<file path="src/design/scpd_pkg.sv">
// Shared types, constants and SHA-256 helpers for the checked package deframer.
// No dependencies; every other design file imports this package.
`timescale 1ns / 1ps

package scpd_pkg;

   localparam int QUEUE_DEPTH_DEFAULT = 4;

   typedef struct packed {
      logic [7:0] byte_value;
      logic       last_byte;
   } req_type;

   typedef struct packed {
      logic       kind;
      logic [7:0] data_byte;
      logic [1:0] status;
   } rsp_type;

   localparam logic       KIND_DATA    = 1'b0;
   localparam logic       KIND_VERDICT = 1'b1;
   localparam logic [1:0] ST_OK        = 2'd0;
   localparam logic [1:0] ST_SHORT     = 2'd1;
   localparam logic [1:0] ST_MISMATCH  = 2'd2;

   typedef enum logic [2:0] {
      PH_HCOUNT, PH_HEADER, PH_LENGTH, PH_DATA,
      PH_FCOUNT, PH_FOOTER, PH_DIGEST, PH_DONE
   } phase_type;

   // Work item handed from the parser to the hash engine, one per request.
   typedef struct packed {
      logic [7:0] value;
      logic       hash;     // feed value into SHA-256
      logic       emit;     // pass value out as a data byte
      logic       finish;   // pad and close the hash after this byte
      logic       cmp;      // compare value with the next digest byte
      logic       verdict;  // package ends here
      logic       done;     // whole digest has been received
   } cmd_type;

   typedef enum logic [2:0] {
      BK_IDLE, BK_ROUND, BK_ADD, BK_PAD_MARK, BK_PAD_ZERO, BK_PAD_LEN
   } back_type;

   localparam logic [31:0] H_INIT [8] = '{
      32'h6a09e667, 32'hbb67ae85, 32'h3c6ef372, 32'ha54ff53a,
      32'h510e527f, 32'h9b05688c, 32'h1f83d9ab, 32'h5be0cd19
   };

   localparam logic [31:0] ROUND_K [64] = '{
      32'h428a2f98, 32'h71374491, 32'hb5c0fbcf, 32'he9b5dba5,
      32'h3956c25b, 32'h59f111f1, 32'h923f82a4, 32'hab1c5ed5,
      32'hd807aa98, 32'h12835b01, 32'h243185be, 32'h550c7dc3,
      32'h72be5d74, 32'h80deb1fe, 32'h9bdc06a7, 32'hc19bf174,
      32'he49b69c1, 32'hefbe4786, 32'h0fc19dc6, 32'h240ca1cc,
      32'h2de92c6f, 32'h4a7484aa, 32'h5cb0a9dc, 32'h76f988da,
      32'h983e5152, 32'ha831c66d, 32'hb00327c8, 32'hbf597fc7,
      32'hc6e00bf3, 32'hd5a79147, 32'h06ca6351, 32'h14292967,
      32'h27b70a85, 32'h2e1b2138, 32'h4d2c6dfc, 32'h53380d13,
      32'h650a7354, 32'h766a0abb, 32'h81c2c92e, 32'h92722c85,
      32'ha2bfe8a1, 32'ha81a664b, 32'hc24b8b70, 32'hc76c51a3,
      32'hd192e819, 32'hd6990624, 32'hf40e3585, 32'h106aa070,
      32'h19a4c116, 32'h1e376c08, 32'h2748774c, 32'h34b0bcb5,
      32'h391c0cb3, 32'h4ed8aa4a, 32'h5b9cca4f, 32'h682e6ff3,
      32'h748f82ee, 32'h78a5636f, 32'h84c87814, 32'h8cc70208,
      32'h90befffa, 32'ha4506ceb, 32'hbef9a3f7, 32'hc67178f2
   };

   function automatic logic [31:0] big_sigma0(input logic [31:0] x);
      return {x[1:0], x[31:2]} ^ {x[12:0], x[31:13]} ^ {x[21:0], x[31:22]};
   endfunction

   function automatic logic [31:0] big_sigma1(input logic [31:0] x);
      return {x[5:0], x[31:6]} ^ {x[10:0], x[31:11]} ^ {x[24:0], x[31:25]};
   endfunction

   function automatic logic [31:0] small_sigma0(input logic [31:0] x);
      return {x[6:0], x[31:7]} ^ {x[17:0], x[31:18]} ^ {3'b000, x[31:3]};
   endfunction

   function automatic logic [31:0] small_sigma1(input logic [31:0] x);
      return {x[16:0], x[31:17]} ^ {x[18:0], x[31:19]} ^ {10'b0, x[31:10]};
   endfunction

endpackage

</file>
<file path="src/design/sha256_checked_package_deframer_unit.sv">
// Top level of the SHA-256 checked package deframer.
// Depends on scpd_pkg, scpd_front, scpd_queue and scpd_back.
`timescale 1ns / 1ps

// Takes a decrypted package one byte per request: header count and header
// bytes, a 32-bit big-endian data length, the data bytes, footer count and
// footer bytes, then the 32-byte SHA-256 digest of everything before it.
// Each data byte is returned as a kind-0 response as soon as it is hashed;
// the request marked last_byte yields one kind-1 verdict (ok, too short or
// digest mismatch) and readies the block for the next package. Bytes after
// the digest are ignored. Downstream must drop the data bytes unless the
// verdict is ok. A request is taken whenever the work queue has room; the
// hash engine then takes each byte while the response register is free and
// it is idle, and after every completed 64-byte block it runs 64 rounds of
// a single shared round unit and one add-back. After the footer it pads
// with 0x80, zero bytes and the 64-bit length, and compresses each of the
// one or two blocks that the padding closes. Sustained throughput is
// therefore set by the round unit.

module sha256_checked_package_deframer_unit #(
   parameter int QUEUE_DEPTH = scpd_pkg::QUEUE_DEPTH_DEFAULT
) (
   input  logic              clock,
   input  logic              reset,
   input  logic              req_valid,
   output logic              req_ready,
   input  scpd_pkg::req_type req_data,
   output logic              rsp_valid,
   input  logic              rsp_ready,
   output scpd_pkg::rsp_type rsp_data
);
   import scpd_pkg::*;

   logic    accept;
   logic    q_full, q_empty, q_pop;
   cmd_type front_cmd, back_cmd;

   // front side only needs queue room
   assign req_ready = !q_full;
   assign accept    = req_valid && req_ready;

   scpd_front u_front (
      .clock    (clock),
      .reset    (reset),
      .accept   (accept),
      .req_data (req_data),
      .cmd      (front_cmd)
   );

   scpd_queue #(
      .DEPTH (QUEUE_DEPTH)
   ) u_queue (
      .clock     (clock),
      .reset     (reset),
      .push      (accept),
      .push_data (front_cmd),
      .full      (q_full),
      .pop       (q_pop),
      .pop_data  (back_cmd),
      .empty     (q_empty)
   );

   scpd_back u_back (
      .clock     (clock),
      .reset     (reset),
      .cmd_valid (!q_empty),
      .cmd       (back_cmd),
      .cmd_pop   (q_pop),
      .rsp_valid (rsp_valid),
      .rsp_ready (rsp_ready),
      .rsp_data  (rsp_data)
   );

endmodule

</file>
<file path="src/design/scpd_front.sv">
// Section parser: tracks the package layout and turns each request into a work item.
// Depends on scpd_pkg.
`timescale 1ns / 1ps

module scpd_front (
   input  logic              clock,
   input  logic              reset,
   input  logic              accept,
   input  scpd_pkg::req_type req_data,
   output scpd_pkg::cmd_type cmd
);
   import scpd_pkg::*;

   phase_type   phase_ff, phase_in;
   logic [31:0] remain_ff, remain_in;
   logic [31:0] len_ff, len_in;
   logic [4:0]  cnt_ff, cnt_in;
   logic [7:0]  b;
   logic [31:0] len_full;

   assign b        = req_data.byte_value;
   assign len_full = {len_ff[23:0], b};

   always_comb begin
      phase_in  = phase_ff;
      remain_in = remain_ff;
      len_in    = len_ff;
      cnt_in    = cnt_ff;
      cmd       = '0;
      cmd.value = b;
      unique case (phase_ff)
         PH_HCOUNT: begin
            cmd.hash  = 1'b1;
            remain_in = {24'b0, b};
            len_in    = '0;
            cnt_in    = '0;
            phase_in  = (b != 8'd0) ? PH_HEADER : PH_LENGTH;
         end
         PH_HEADER: begin
            cmd.hash  = 1'b1;
            remain_in = remain_ff - 32'd1;
            if (remain_ff == 32'd1) phase_in = PH_LENGTH;
         end
         PH_LENGTH: begin
            cmd.hash = 1'b1;
            len_in   = len_full;
            cnt_in   = cnt_ff + 5'd1;
            if (cnt_ff == 5'd3) begin
               cnt_in    = '0;
               remain_in = len_full;
               phase_in  = (len_full != 32'd0) ? PH_DATA : PH_FCOUNT;
            end
         end
         PH_DATA: begin
            cmd.hash  = 1'b1;
            cmd.emit  = !req_data.last_byte;
            remain_in = remain_ff - 32'd1;
            if (remain_ff == 32'd1) phase_in = PH_FCOUNT;
         end
         PH_FCOUNT: begin
            cmd.hash  = 1'b1;
            remain_in = {24'b0, b};
            if (b != 8'd0) begin
               phase_in = PH_FOOTER;
            end else begin
               cmd.finish = 1'b1;
               cnt_in     = '0;
               phase_in   = PH_DIGEST;
            end
         end
         PH_FOOTER: begin
            cmd.hash  = 1'b1;
            remain_in = remain_ff - 32'd1;
            if (remain_ff == 32'd1) begin
               cmd.finish = 1'b1;
               cnt_in     = '0;
               phase_in   = PH_DIGEST;
            end
         end
         PH_DIGEST: begin
            cmd.cmp = 1'b1;
            cnt_in  = cnt_ff + 5'd1;
            if (cnt_ff == 5'd31) phase_in = PH_DONE;
         end
         PH_DONE: begin
         end
      endcase
      cmd.done    = (phase_in == PH_DONE);
      cmd.verdict = req_data.last_byte;
      if (req_data.last_byte) begin
         phase_in  = PH_HCOUNT;
         remain_in = '0;
         len_in    = '0;
         cnt_in    = '0;
      end
   end

   always_ff @(posedge clock) begin
      if (reset) begin
         phase_ff  <= PH_HCOUNT;
         remain_ff <= '0;
         len_ff    <= '0;
         cnt_ff    <= '0;
      end else if (accept) begin
         phase_ff  <= phase_in;
         remain_ff <= remain_in;
         len_ff    <= len_in;
         cnt_ff    <= cnt_in;
      end
   end

endmodule

</file>
<file path="src/design/scpd_queue.sv">
// Small work-item queue between the parser and the hash engine.
// Depends on scpd_pkg.
`timescale 1ns / 1ps

module scpd_queue #(
   parameter int DEPTH = scpd_pkg::QUEUE_DEPTH_DEFAULT
) (
   input  logic              clock,
   input  logic              reset,
   input  logic              push,
   input  scpd_pkg::cmd_type push_data,
   output logic              full,
   input  logic              pop,
   output scpd_pkg::cmd_type pop_data,
   output logic              empty
);
   import scpd_pkg::*;

   localparam int PW = (DEPTH > 1) ? $clog2(DEPTH) : 1;
   localparam int CW = $clog2(DEPTH + 1);
   localparam logic [PW-1:0] LAST_PTR = PW'(DEPTH - 1);
   localparam logic [CW-1:0] FULL_CNT = CW'(DEPTH);

   cmd_type         store_ff [DEPTH];
   logic [PW-1:0]   wr_ff, rd_ff;
   logic [CW-1:0]   cnt_ff;

   assign full     = (cnt_ff == FULL_CNT);
   assign empty    = (cnt_ff == '0);
   assign pop_data = store_ff[rd_ff];

   always_ff @(posedge clock) begin
      if (push) store_ff[wr_ff] <= push_data;
   end

   always_ff @(posedge clock) begin
      if (reset) begin
         wr_ff  <= '0;
         rd_ff  <= '0;
         cnt_ff <= '0;
      end else begin
         if (push) wr_ff <= (wr_ff == LAST_PTR) ? '0 : wr_ff + PW'(1);
         if (pop)  rd_ff <= (rd_ff == LAST_PTR) ? '0 : rd_ff + PW'(1);
         if (push && !pop)      cnt_ff <= cnt_ff + CW'(1);
         else if (pop && !push) cnt_ff <= cnt_ff - CW'(1);
      end
   end

endmodule

</file>
<file path="src/design/scpd_back.sv">
// Hash engine: SHA-256 block fill, iterative compression, padding, digest compare
// and the result register. Depends on scpd_pkg.
`timescale 1ns / 1ps

module scpd_back (
   input  logic              clock,
   input  logic              reset,
   input  logic              cmd_valid,
   input  scpd_pkg::cmd_type cmd,
   output logic              cmd_pop,
   output logic              rsp_valid,
   input  logic              rsp_ready,
   output scpd_pkg::rsp_type rsp_data
);
   import scpd_pkg::*;

   back_type    state_ff, state_in, ret_ff, ret_in;
   logic [31:0] h_ff [8];
   logic [31:0] h_in [8];
   logic [31:0] work_ff [8];
   logic [31:0] work_in [8];
   logic [31:0] w_ff [16];
   logic [31:0] w_in [16];
   logic [23:0] acc_ff, acc_in;
   logic [63:0] count_ff, count_in;
   logic [63:0] total_ff, total_in;
   logic [5:0]  round_ff, round_in;
   logic [7:0]  mis_ff, mis_in;
   logic [4:0]  cidx_ff, cidx_in;
   logic        rsp_valid_ff, rsp_valid_in;
   rsp_type     rsp_ff, rsp_in;

   logic        slot_free;
   logic [5:0]  off;
   logic        hash_en;
   logic [7:0]  hash_val;
   logic [31:0] dword;
   logic [7:0]  dbyte;
   logic [7:0]  mis_v;
   logic [31:0] t1, t2, w_new;

   assign slot_free = !rsp_valid_ff || rsp_ready;
   assign off       = count_ff[8:3];
   assign rsp_valid = rsp_valid_ff;
   assign rsp_data  = rsp_ff;

   assign dword = h_ff[cidx_ff[4:2]];
   always_comb begin
      unique case (cidx_ff[1:0])
         2'd0: dbyte = dword[31:24];
         2'd1: dbyte = dword[23:16];
         2'd2: dbyte = dword[15:8];
         2'd3: dbyte = dword[7:0];
      endcase
   end

   assign mis_v = mis_ff | (cmd.cmp ? (cmd.value ^ dbyte) : 8'd0);

   assign t1 = work_ff[7] + big_sigma1(work_ff[4])
             + ((work_ff[4] & work_ff[5]) ^ (~work_ff[4] & work_ff[6]))
             + ROUND_K[round_ff] + w_ff[0];
   assign t2 = big_sigma0(work_ff[0])
             + ((work_ff[0] & work_ff[1]) ^ (work_ff[0] & work_ff[2])
               ^ (work_ff[1] & work_ff[2]));
   assign w_new = small_sigma1(w_ff[14]) + w_ff[9] + small_sigma0(w_ff[1]) + w_ff[0];

   always_comb begin
      state_in     = state_ff;
      ret_in       = ret_ff;
      h_in         = h_ff;
      work_in      = work_ff;
      w_in         = w_ff;
      acc_in       = acc_ff;
      count_in     = count_ff;
      total_in     = total_ff;
      round_in     = round_ff;
      mis_in       = mis_ff;
      cidx_in      = cidx_ff;
      rsp_valid_in = rsp_valid_ff && !rsp_ready;
      rsp_in       = rsp_ff;
      cmd_pop      = 1'b0;
      hash_en      = 1'b0;
      hash_val     = 8'd0;

      unique case (state_ff)
         BK_IDLE: begin
            if (cmd_valid && slot_free) begin
               cmd_pop = 1'b1;
               if (cmd.verdict) begin
                  // a cut-short package never needs its hash finished
                  rsp_valid_in     = 1'b1;
                  rsp_in.kind      = KIND_VERDICT;
                  rsp_in.data_byte = 8'd0;
                  rsp_in.status    = !cmd.done ? ST_SHORT
                                   : ((mis_v != 8'd0) ? ST_MISMATCH : ST_OK);
                  h_in     = H_INIT;
                  count_in = '0;
                  mis_in   = '0;
                  cidx_in  = '0;
               end else if (cmd.cmp) begin
                  mis_in  = mis_v;
                  cidx_in = cidx_ff + 5'd1;
               end else if (cmd.hash) begin
                  hash_en  = 1'b1;
                  hash_val = cmd.value;
                  if (cmd.emit) begin
                     rsp_valid_in     = 1'b1;
                     rsp_in.kind      = KIND_DATA;
                     rsp_in.data_byte = cmd.value;
                     rsp_in.status    = ST_OK;
                  end
                  if (cmd.finish) total_in = count_ff + 64'd8;
                  if (off == 6'd63) begin
                     state_in = BK_ROUND;
                     ret_in   = cmd.finish ? BK_PAD_MARK : BK_IDLE;
                  end else if (cmd.finish) begin
                     state_in = BK_PAD_MARK;
                  end
               end
            end
         end
         BK_ROUND: begin
            work_in[7] = work_ff[6];
            work_in[6] = work_ff[5];
            work_in[5] = work_ff[4];
            work_in[4] = work_ff[3] + t1;
            work_in[3] = work_ff[2];
            work_in[2] = work_ff[1];
            work_in[1] = work_ff[0];
            work_in[0] = t1 + t2;
            for (int i = 0; i < 15; i++) w_in[i] = w_ff[i+1];
            w_in[15] = w_new;
            round_in = round_ff + 6'd1;
            if (round_ff == 6'd63) state_in = BK_ADD;
         end
         BK_ADD: begin
            for (int i = 0; i < 8; i++) h_in[i] = h_ff[i] + work_ff[i];
            state_in = ret_ff;
         end
         BK_PAD_MARK: begin
            hash_en  = 1'b1;
            hash_val = 8'h80;
            state_in = BK_PAD_ZERO;
            if (off == 6'd63) begin
               state_in = BK_ROUND;
               ret_in   = BK_PAD_ZERO;
            end
         end
         BK_PAD_ZERO: begin
            if (off == 6'd56) begin
               state_in = BK_PAD_LEN;
            end else begin
               hash_en = 1'b1;
               if (off == 6'd63) begin
                  state_in = BK_ROUND;
                  ret_in   = BK_PAD_ZERO;
               end
            end
         end
         BK_PAD_LEN: begin
            // length goes out most significant byte first
            hash_en  = 1'b1;
            hash_val = total_ff[63:56];
            total_in = {total_ff[55:0], 8'd0};
            if (off == 6'd63) begin
               state_in = BK_ROUND;
               ret_in   = BK_IDLE;
            end
         end
         default: state_in = BK_IDLE;
      endcase

      if (hash_en) begin
         acc_in   = {acc_ff[15:0], hash_val};
         count_in = count_ff + 64'd8;
         if (off[1:0] == 2'd3) begin
            for (int i = 0; i < 15; i++) w_in[i] = w_ff[i+1];
            w_in[15] = {acc_ff, hash_val};
         end
      end
      if (state_in == BK_ROUND && state_ff != BK_ROUND) begin
         work_in  = h_ff;
         round_in = '0;
      end
   end

   always_ff @(posedge clock) begin
      if (reset) begin
         state_ff     <= BK_IDLE;
         ret_ff       <= BK_IDLE;
         h_ff         <= H_INIT;
         count_ff     <= '0;
         round_ff     <= '0;
         mis_ff       <= '0;
         cidx_ff      <= '0;
         rsp_valid_ff <= 1'b0;
      end else begin
         state_ff     <= state_in;
         ret_ff       <= ret_in;
         h_ff         <= h_in;
         count_ff     <= count_in;
         round_ff     <= round_in;
         mis_ff       <= mis_in;
         cidx_ff      <= cidx_in;
         rsp_valid_ff <= rsp_valid_in;
      end
   end

   always_ff @(posedge clock) begin
      work_ff  <= work_in;
      w_ff     <= w_in;
      acc_ff   <= acc_in;
      total_ff <= total_in;
      rsp_ff   <= rsp_in;
   end

endmodule

</file>
<file path="config.mk">
export PLATFORM = sky130hd
export DESIGN_NAME = sha256_checked_package_deframer_unit
export DESIGN_NICKNAME = d
export VERILOG_FILES = /design/src/design/scpd_pkg.sv /design/src/design/sha256_checked_package_deframer_unit.sv /design/src/design/scpd_front.sv /design/src/design/scpd_queue.sv /design/src/design/scpd_back.sv
export SDC_FILE = /design/constraint.sdc
export NUM_CORES = 2
export LEC_CHECK = 0
export ABC_CLOCK_PERIOD_IN_PS = 17100
export BUFFER_PORTS_ARGS = -buffer_cell sky130_fd_sc_hd__buf_4
export CORE_ASPECT_RATIO = 1.4
export CORE_MARGIN = 4
export CORE_UTILIZATION = 60
export CTS_CLUSTER_DIAMETER = 60
export DETAILED_ROUTE_END_ITERATION = 7
export GPL_TIMING_DRIVEN = 0
export MAX_ROUTING_LAYER = met4
export PLACE_DENSITY = 0.86
export SLEW_MARGIN = 20
export SYNTH_ARGS = -nofsm -noshare
export SYNTH_HDL_FRONTEND = slang
export SYNTH_SLANG_ARGS = --single-unit
</file>
<file path="constraint.sdc">
create_clock -name clock -period 17.1 [get_ports clock]
set_input_delay 0 -clock clock [delete_from_list [all_inputs] [get_ports clock]]
set_output_delay 0 -clock clock [all_outputs]
set_load 0.01 [all_outputs]
</file>
* After elaboration in Yosys (flattened, before gate mapping)
Memories as Yosys holds them, arrays and structs flattened. A register that Yosys moved wholly into a read port is not among the register bits.
Cells that the tools add are included.
Widths: inputs -> output; s select.
** Storage, ports and cells
- RAM bits :: 56
- Memory bits (read-only) :: 2048
- Output and inout bits :: 13
- Register bits :: 1284
- Input bits :: 13
- Memories :: 2
- Logic and storage cells :: 301
** Cells by class
- Magnitude comparators :: 2
- Equality and inequality tests :: 40
- Multiplexer cells :: 109
- Bitwise logic cells :: 21
- Add/subtract/negate cells :: 27
- Reductions and logical operators :: 49
** Memories
- (no name shown) :: depth 64, bits a word 32, read ports 1, clocked after Yosys merged registers in 0, wr ports 0, RTL line scpd_back.sv:61 : + ROUND_K[round_ff] + w_ff[0];
- u_queue.store_ff :: depth 4, bits a word 14, read ports 1, clocked after Yosys merged registers in 1, wr ports 1, RTL line scpd_queue.sv:24 : cmd_type store_ff [DEPTH];
** Operator list (number)
- $mux 512 :: 3
- $mux 256 :: 4
- $add 32x32->32 :: 18
- $mux 64 :: 9
- $pmux 256 s2 :: 1
- $xor 32x32->32 :: 9
- $mux 32 :: 6
- $and 32x32->32 :: 5
- $pmux 64 s2 :: 1
- $bmux 32 s3 :: 1
- $pmux 32 s3 :: 1
- $mux 3 :: 27
- $add 64x4->64 const B :: 1
- $mux 8 :: 7
- $pmux 24 s2 :: 1
- $mux 11 :: 3
- $eq 32x1->1 const B :: 1
- $not 32->32 :: 1
- $pmux 8 s4 :: 1
- $reduce_bool 32->1 :: 1
- $sub 32x1->32 const B :: 1
- $xor 32x22->32 :: 1
- $xor 32x29->32 :: 1
- $mux 5 :: 6
- 53 further kinds :: 138

* Logic depth before layout (Yosys ltp)
- Depth in word-level cells :: 12
- Gate-level depth with buffers :: 40
- Depth with buffers taken out :: 38

* By module
Synthesis repeated with hierarchy kept, for this count alone.
** Second synthesis, totals
- Cell total of the unflattened synthesis :: 9560
- Area total of the unflattened synthesis :: 80875.1 µm²
** Modules (own cells, without submodules)
- scpd_back :: cells each 8977, area each 74742.9 µm², instances 1
- scpd_front :: cells each 463, area each 3629.7 µm², instances 1
- scpd_queue :: cells each 117, area each 2488.6 µm², instances 1
- sha256_checked_package_deframer_unit :: cells each 3, area each 13.8 µm², instances 1

* Worst setup path before layout
No wires, ideal clock.
- Kind :: reg-to-reg
- Start point :: reg u_back.round_ff[1]
- End point :: reg u_back.work_ff[255] (netlist name), data pin
- Stages on the path, launching flop included :: 36
- Data arrival time :: 8.009 ns
- Period minus slack after synthesis :: 8.277 ns
- Path buffers :: 2
- Path slack :: 8.823 ns
- Required time :: 16.833 ns
- Setup time :: 0.267 ns
- Cells stage by stage :: dfxtp_1 > clkbuf_1 > inv_1 > ha_1 > clkbuf_1 > nand2_1 > o21ai_0 > a211oi_1 > a21oi_1 > mux2i_1 > fa_1 > inv_1 > fa_1 > inv_1 > fa_1 > inv_1 > ha_1 > a21o_1 > a21oi_1 > o21bai_1 > a21o_1 > a21oi_1 > o21ai_1 > a221o_1 > a2111oi_2 > o21ai_1 > a311oi_2 > xor2_1 > fa_1 > inv_1 > ha_1 > and3_1 > a221oi_1 > xnor2_1 > xnor2_1 > o21ai_0
** RTL lines
- start: declaration :: RTL line scpd_back.sv:27 : logic [5:0] round_ff, round_in;
- start signal: assignment :: RTL line scpd_back.sv:202 : round_ff <= round_in;
- end signal: assignment :: RTL line scpd_back.sv:210 : work_ff <= work_in;
- end: declaration :: RTL line scpd_back.sv:20 : logic [31:0] work_ff [8];

==> out/qor.yml <==
run:
  max-cap-violations: 0
detailed_routing:
  drt-pass1-iter-count: 6
  finalWirelength_microns: 285000
  drt.antenna.violating_nets: 0
  dr_total_vias: 66800
  drt_drc_violations_left: 0
  avgViaCountPerCell: 6.46
  avgRoutedWirePerCell_microns: 27.5
  dr.first_iter.drc_count: 7261
sta:
  final-max-slew-violation-count: 0
  final-setup-viol-count: 0
  worst_slack_ps: 4650
  hold-worst-slack_ps: 69.5
  setup_tns_ps: 0
  tightestPinTransition_ps: 1280
  unrepaired_setup_endpoints_after_global_routing: "false"
  clock.fmax_mhz: 80.3
  finalClockSkew_ps: 48.9
  finalCritPeriodShare_pct: 72.8
  relSlewSlack_pct: 14.6
  timing_hold_violations_final: 0
  final.min_clock_period_ps: 12450
synthesis:
  synth_xor_xnor_area_share_pct: 7.37
  synth_nets: 8907
  combinational_family_with_the_most_area_after_synthesis: "compound AO/OA/AOI/OAI gates"
  synth-compound-area-share_pct: 14.6
  post_synth_and_or_nand_nor_area_fraction_pct: 13.5
  synth_enable_flop_cells: 408
  yosys.cell_types.count: 101
  yosys_warnings: 0
  synthCells: 8290
  synthesis.area_sq_um: 79600
  synth_fa_ha_area_share_pct: 11.6
  ys_seq_area_share_pct: 38.7
  syn-mean-instance-area_sq_um: 9.61
  synth-seq-cells: 1335
  post_synth_mux_area_share_pct: 10.5
  async_set_or_reset_flop_fraction_in_the_synthesized_netlist_pct: 0
  synth_ff_type: "dfxtp_1"
global_route:
  grt_first_pass_wirelength_microns: 414000
  vias_in_the_first_global_route: 67000
  maximum_number_of_pins_on_one_net_before_global_route_repair: 49
  gr-usage-all-layers_pct: 41.5
  leftover_overflow_at_the_end_of_global_routing: 0
  initial_antenna_violation_count: 9
critical_path:
  setup_crit_start_kind: "flip-flop"
  worst-endpoint-arrival_ps: 12970
  worst_path_most_repeated_cell: "a21oi_1"
  worst_r2r_startpoint: "u_back.round_ff[1]"
  critical_path_required_ps: 17620
  worst_path_max_delay_cell: "xnor2_1"
  critPathKind: "reg -> reg"
  critPathMaxStageDelay_ps: 740
  crit_fanout: 11
  rr_worst_depth: 35
  rrSetupSlack_ps: 4650
  crit_path_end_kind: "flip-flop"
  worstReg2RegEnd: "u_back.work_ff[255]"
floorplanning:
  top_level_ports: 26
  die_h_microns: 439
  design.die.area_sq_um: 139000
  coreArea_sq_um: 131000
  row_count: 157
  die_wd_microns: 316
  floorplan.initialDensity_pct: 60.6
run_status:
  outcome: "finished, final reports clean"
worst_hold_path:
  min-delay-start: "req_data[8]"
  worst_hold_path.num_cells: 2
  hold_end: "u_queue.store_ff[2][13]"
  type_of_the_worst_min_delay_path: "in -> reg"
layout:
  final_layout_size_suffix_gt1_share_pct: 11.7
  area_growth_pct: 9.32
  num-fill-cells: 10100
  num-nets-final: 9091
placement:
  dp_worst_setup_slack_ps: 5170
  detailedPlacementHpwl_microns: 215000
  numPortBuffers: 25
  gpl.final_weighted_congestion: 1.07
clock_network:
  cts_tree: "yes"
  cts-resized-gates: 0
  cts.root.buffer_cell: "clkbuf_16"
  htree_num_levels: 4
  cts_max_path_buffers: 3
  post_cts.repair.setup_buffers: 0
  cts-buffers-inserted: 132
  cts.sinks: 1335
  clock_insertion_delay_worst_skew_ps: 810
  hold_buffers: 13
  cts.clk_slew.worst_paths_ps: 70
-- registers in the layout, summed over array words and instances, names as in the netlist, named ones only --
signal / flops
u_back.cidx_ff: 5
u_back.work_ff: 256
u_queue.wr_ff: 2
u_back.h_ff: 256
u_front.phase_ff: 3
u_back.ret_ff: 2
u_back.acc_ff: 24
u_back.rsp_data: 11
u_back.round_ff: 6
u_queue.cnt_ff: 3
u_front.remain_ff: 32
u_back.count_ff: 61
u_back.w_ff: 512
u_back.state_ff: 3
u_back.total_ff: 61
u_front.cnt_ff: 5
u_front.len_ff: 24
u_back.mis_ff: 8
u_back.rsp_valid: 1
u_queue.rd_ff: 2
u_queue.store_ff: 56
-- Yosys cell counts, types with 122 or more instances --
cell / n / area, sq um
fa_1: 196 / 3920
edfxtp_1: 408 / 12300
mux2_2: 515 / 5800
nand3_1: 122 / 611
ha_1: 408 / 5100
xor2_1: 218 / 1910
xnor2_1: 452 / 3960
a21oi_1: 569 / 2850
dfxtp_1: 927 / 18600
o21ai_0: 432 / 2160
nand2_1: 1060 / 3980
nor2_1: 555 / 2080
nand2b_1: 161 / 1010
inv_1: 289 / 1080
a21o_1: 187 / 1400
clkbuf_1: 347 / 1300
-- routing by layer --
layer	global-route usage [%]	wire, microns	share of wire, %
met1	43.3	95800	34
met2	66.7	133000	47
met4	36.3	31200	11
met3	8.20	24400	8.6
met5	-	0	0
-- logic make-up after synthesis --
| family | after synthesis |
|---|---|
| AO/OA/AOI/OAI | 1881 |
| XOR/XNOR | 670 |
| adder cells (fa/ha/maj) | 626 |
| buffers and inverters | 743 |
| flip-flops | 1335 |
| multiplexers | 660 |
| AND/OR/NAND/NOR | 2375 |
-- worst max-delay path, delay by kind of cell (launching register included) --
| family | cells | cell delay (ps) |
|---|---|---|
| adders and majority gates | 7 | 3140 |
| xor gates and xnor gates | 3 | 1060 |
| DFF | 1 | 700 |
| and+or+nand+nor | 5 | 1470 |
| buffers and inverters | 4 | 1690 |
| AOI/OAI and AO/OA | 16 | 4110 |
-- worst max-delay path by stage --
stage / from / cells past startpoint / end / slack, ps
2_1_floorplan: u_back.round_ff[1] / 35 / u_back.work_ff[255] / 8820
3_3_place_gp: u_back.round_ff[1] / 36 / u_back.work_ff[255] / 5030
3_5_place_dp: u_back.round_ff[1] / 36 / u_back.work_ff[255] / 5170
4_1_cts: u_back.round_ff[1] / 35 / u_back.work_ff[255] / 5150
5_1_grt: u_back.round_ff[1] / 36 / u_back.work_ff[255] / 4440
6_report: u_back.round_ff[1] / 35 / u_back.work_ff[255] / 4650
-- cells in the final DEF, fill, tap and decap left out, types with 108 or more instances in the layout --
cell type  instances
a21o_1           187
a21oi_1          569
a22oi_1          110
clkbuf_1         355
clkbuf_16        135
dfxtp_1          927
edfxtp_1         408
fa_1             196
ha_1             408
inv_1            289
mux2_2           515
nand2_1         1060
nand2b_1         161
nand3_1          122
nor2_1           554
nor3_1           108
o21ai_0          430
xnor2_1          452
xor2_1           218
-- metrics by stage --
step / utilization (%) / area [sq um] / instances
after floorplan: - / 79600 / 8290
after global placement: 62.4 / 82000 / 10100
after detailed placement: 62.6 / 82300 / 10100
after CTS: 66.2 / 87000 / 10300
after global routing: 66.3 / 87100 / 10300
final: 66.3 / 87100 / 10300
-- layout make-up --
class	count	area [sq um]	area share (%)
well taps	1749	2190	2.51
repair buffers	50	566	0.650
clock inverters	66	840	0.964
inverters	294	1100	1.27
clock buffers	176	3760	4.32
flip-flops and latches	1335	30800	35.4
plain buffers	449	1890	2.17
multi-input cells	6212	45900	52.7
diodes	8	20.0	0.0230
Power is not shown: default switching activity piles up to over one toggle a cycle in this logic, so the estimate is an artifact.
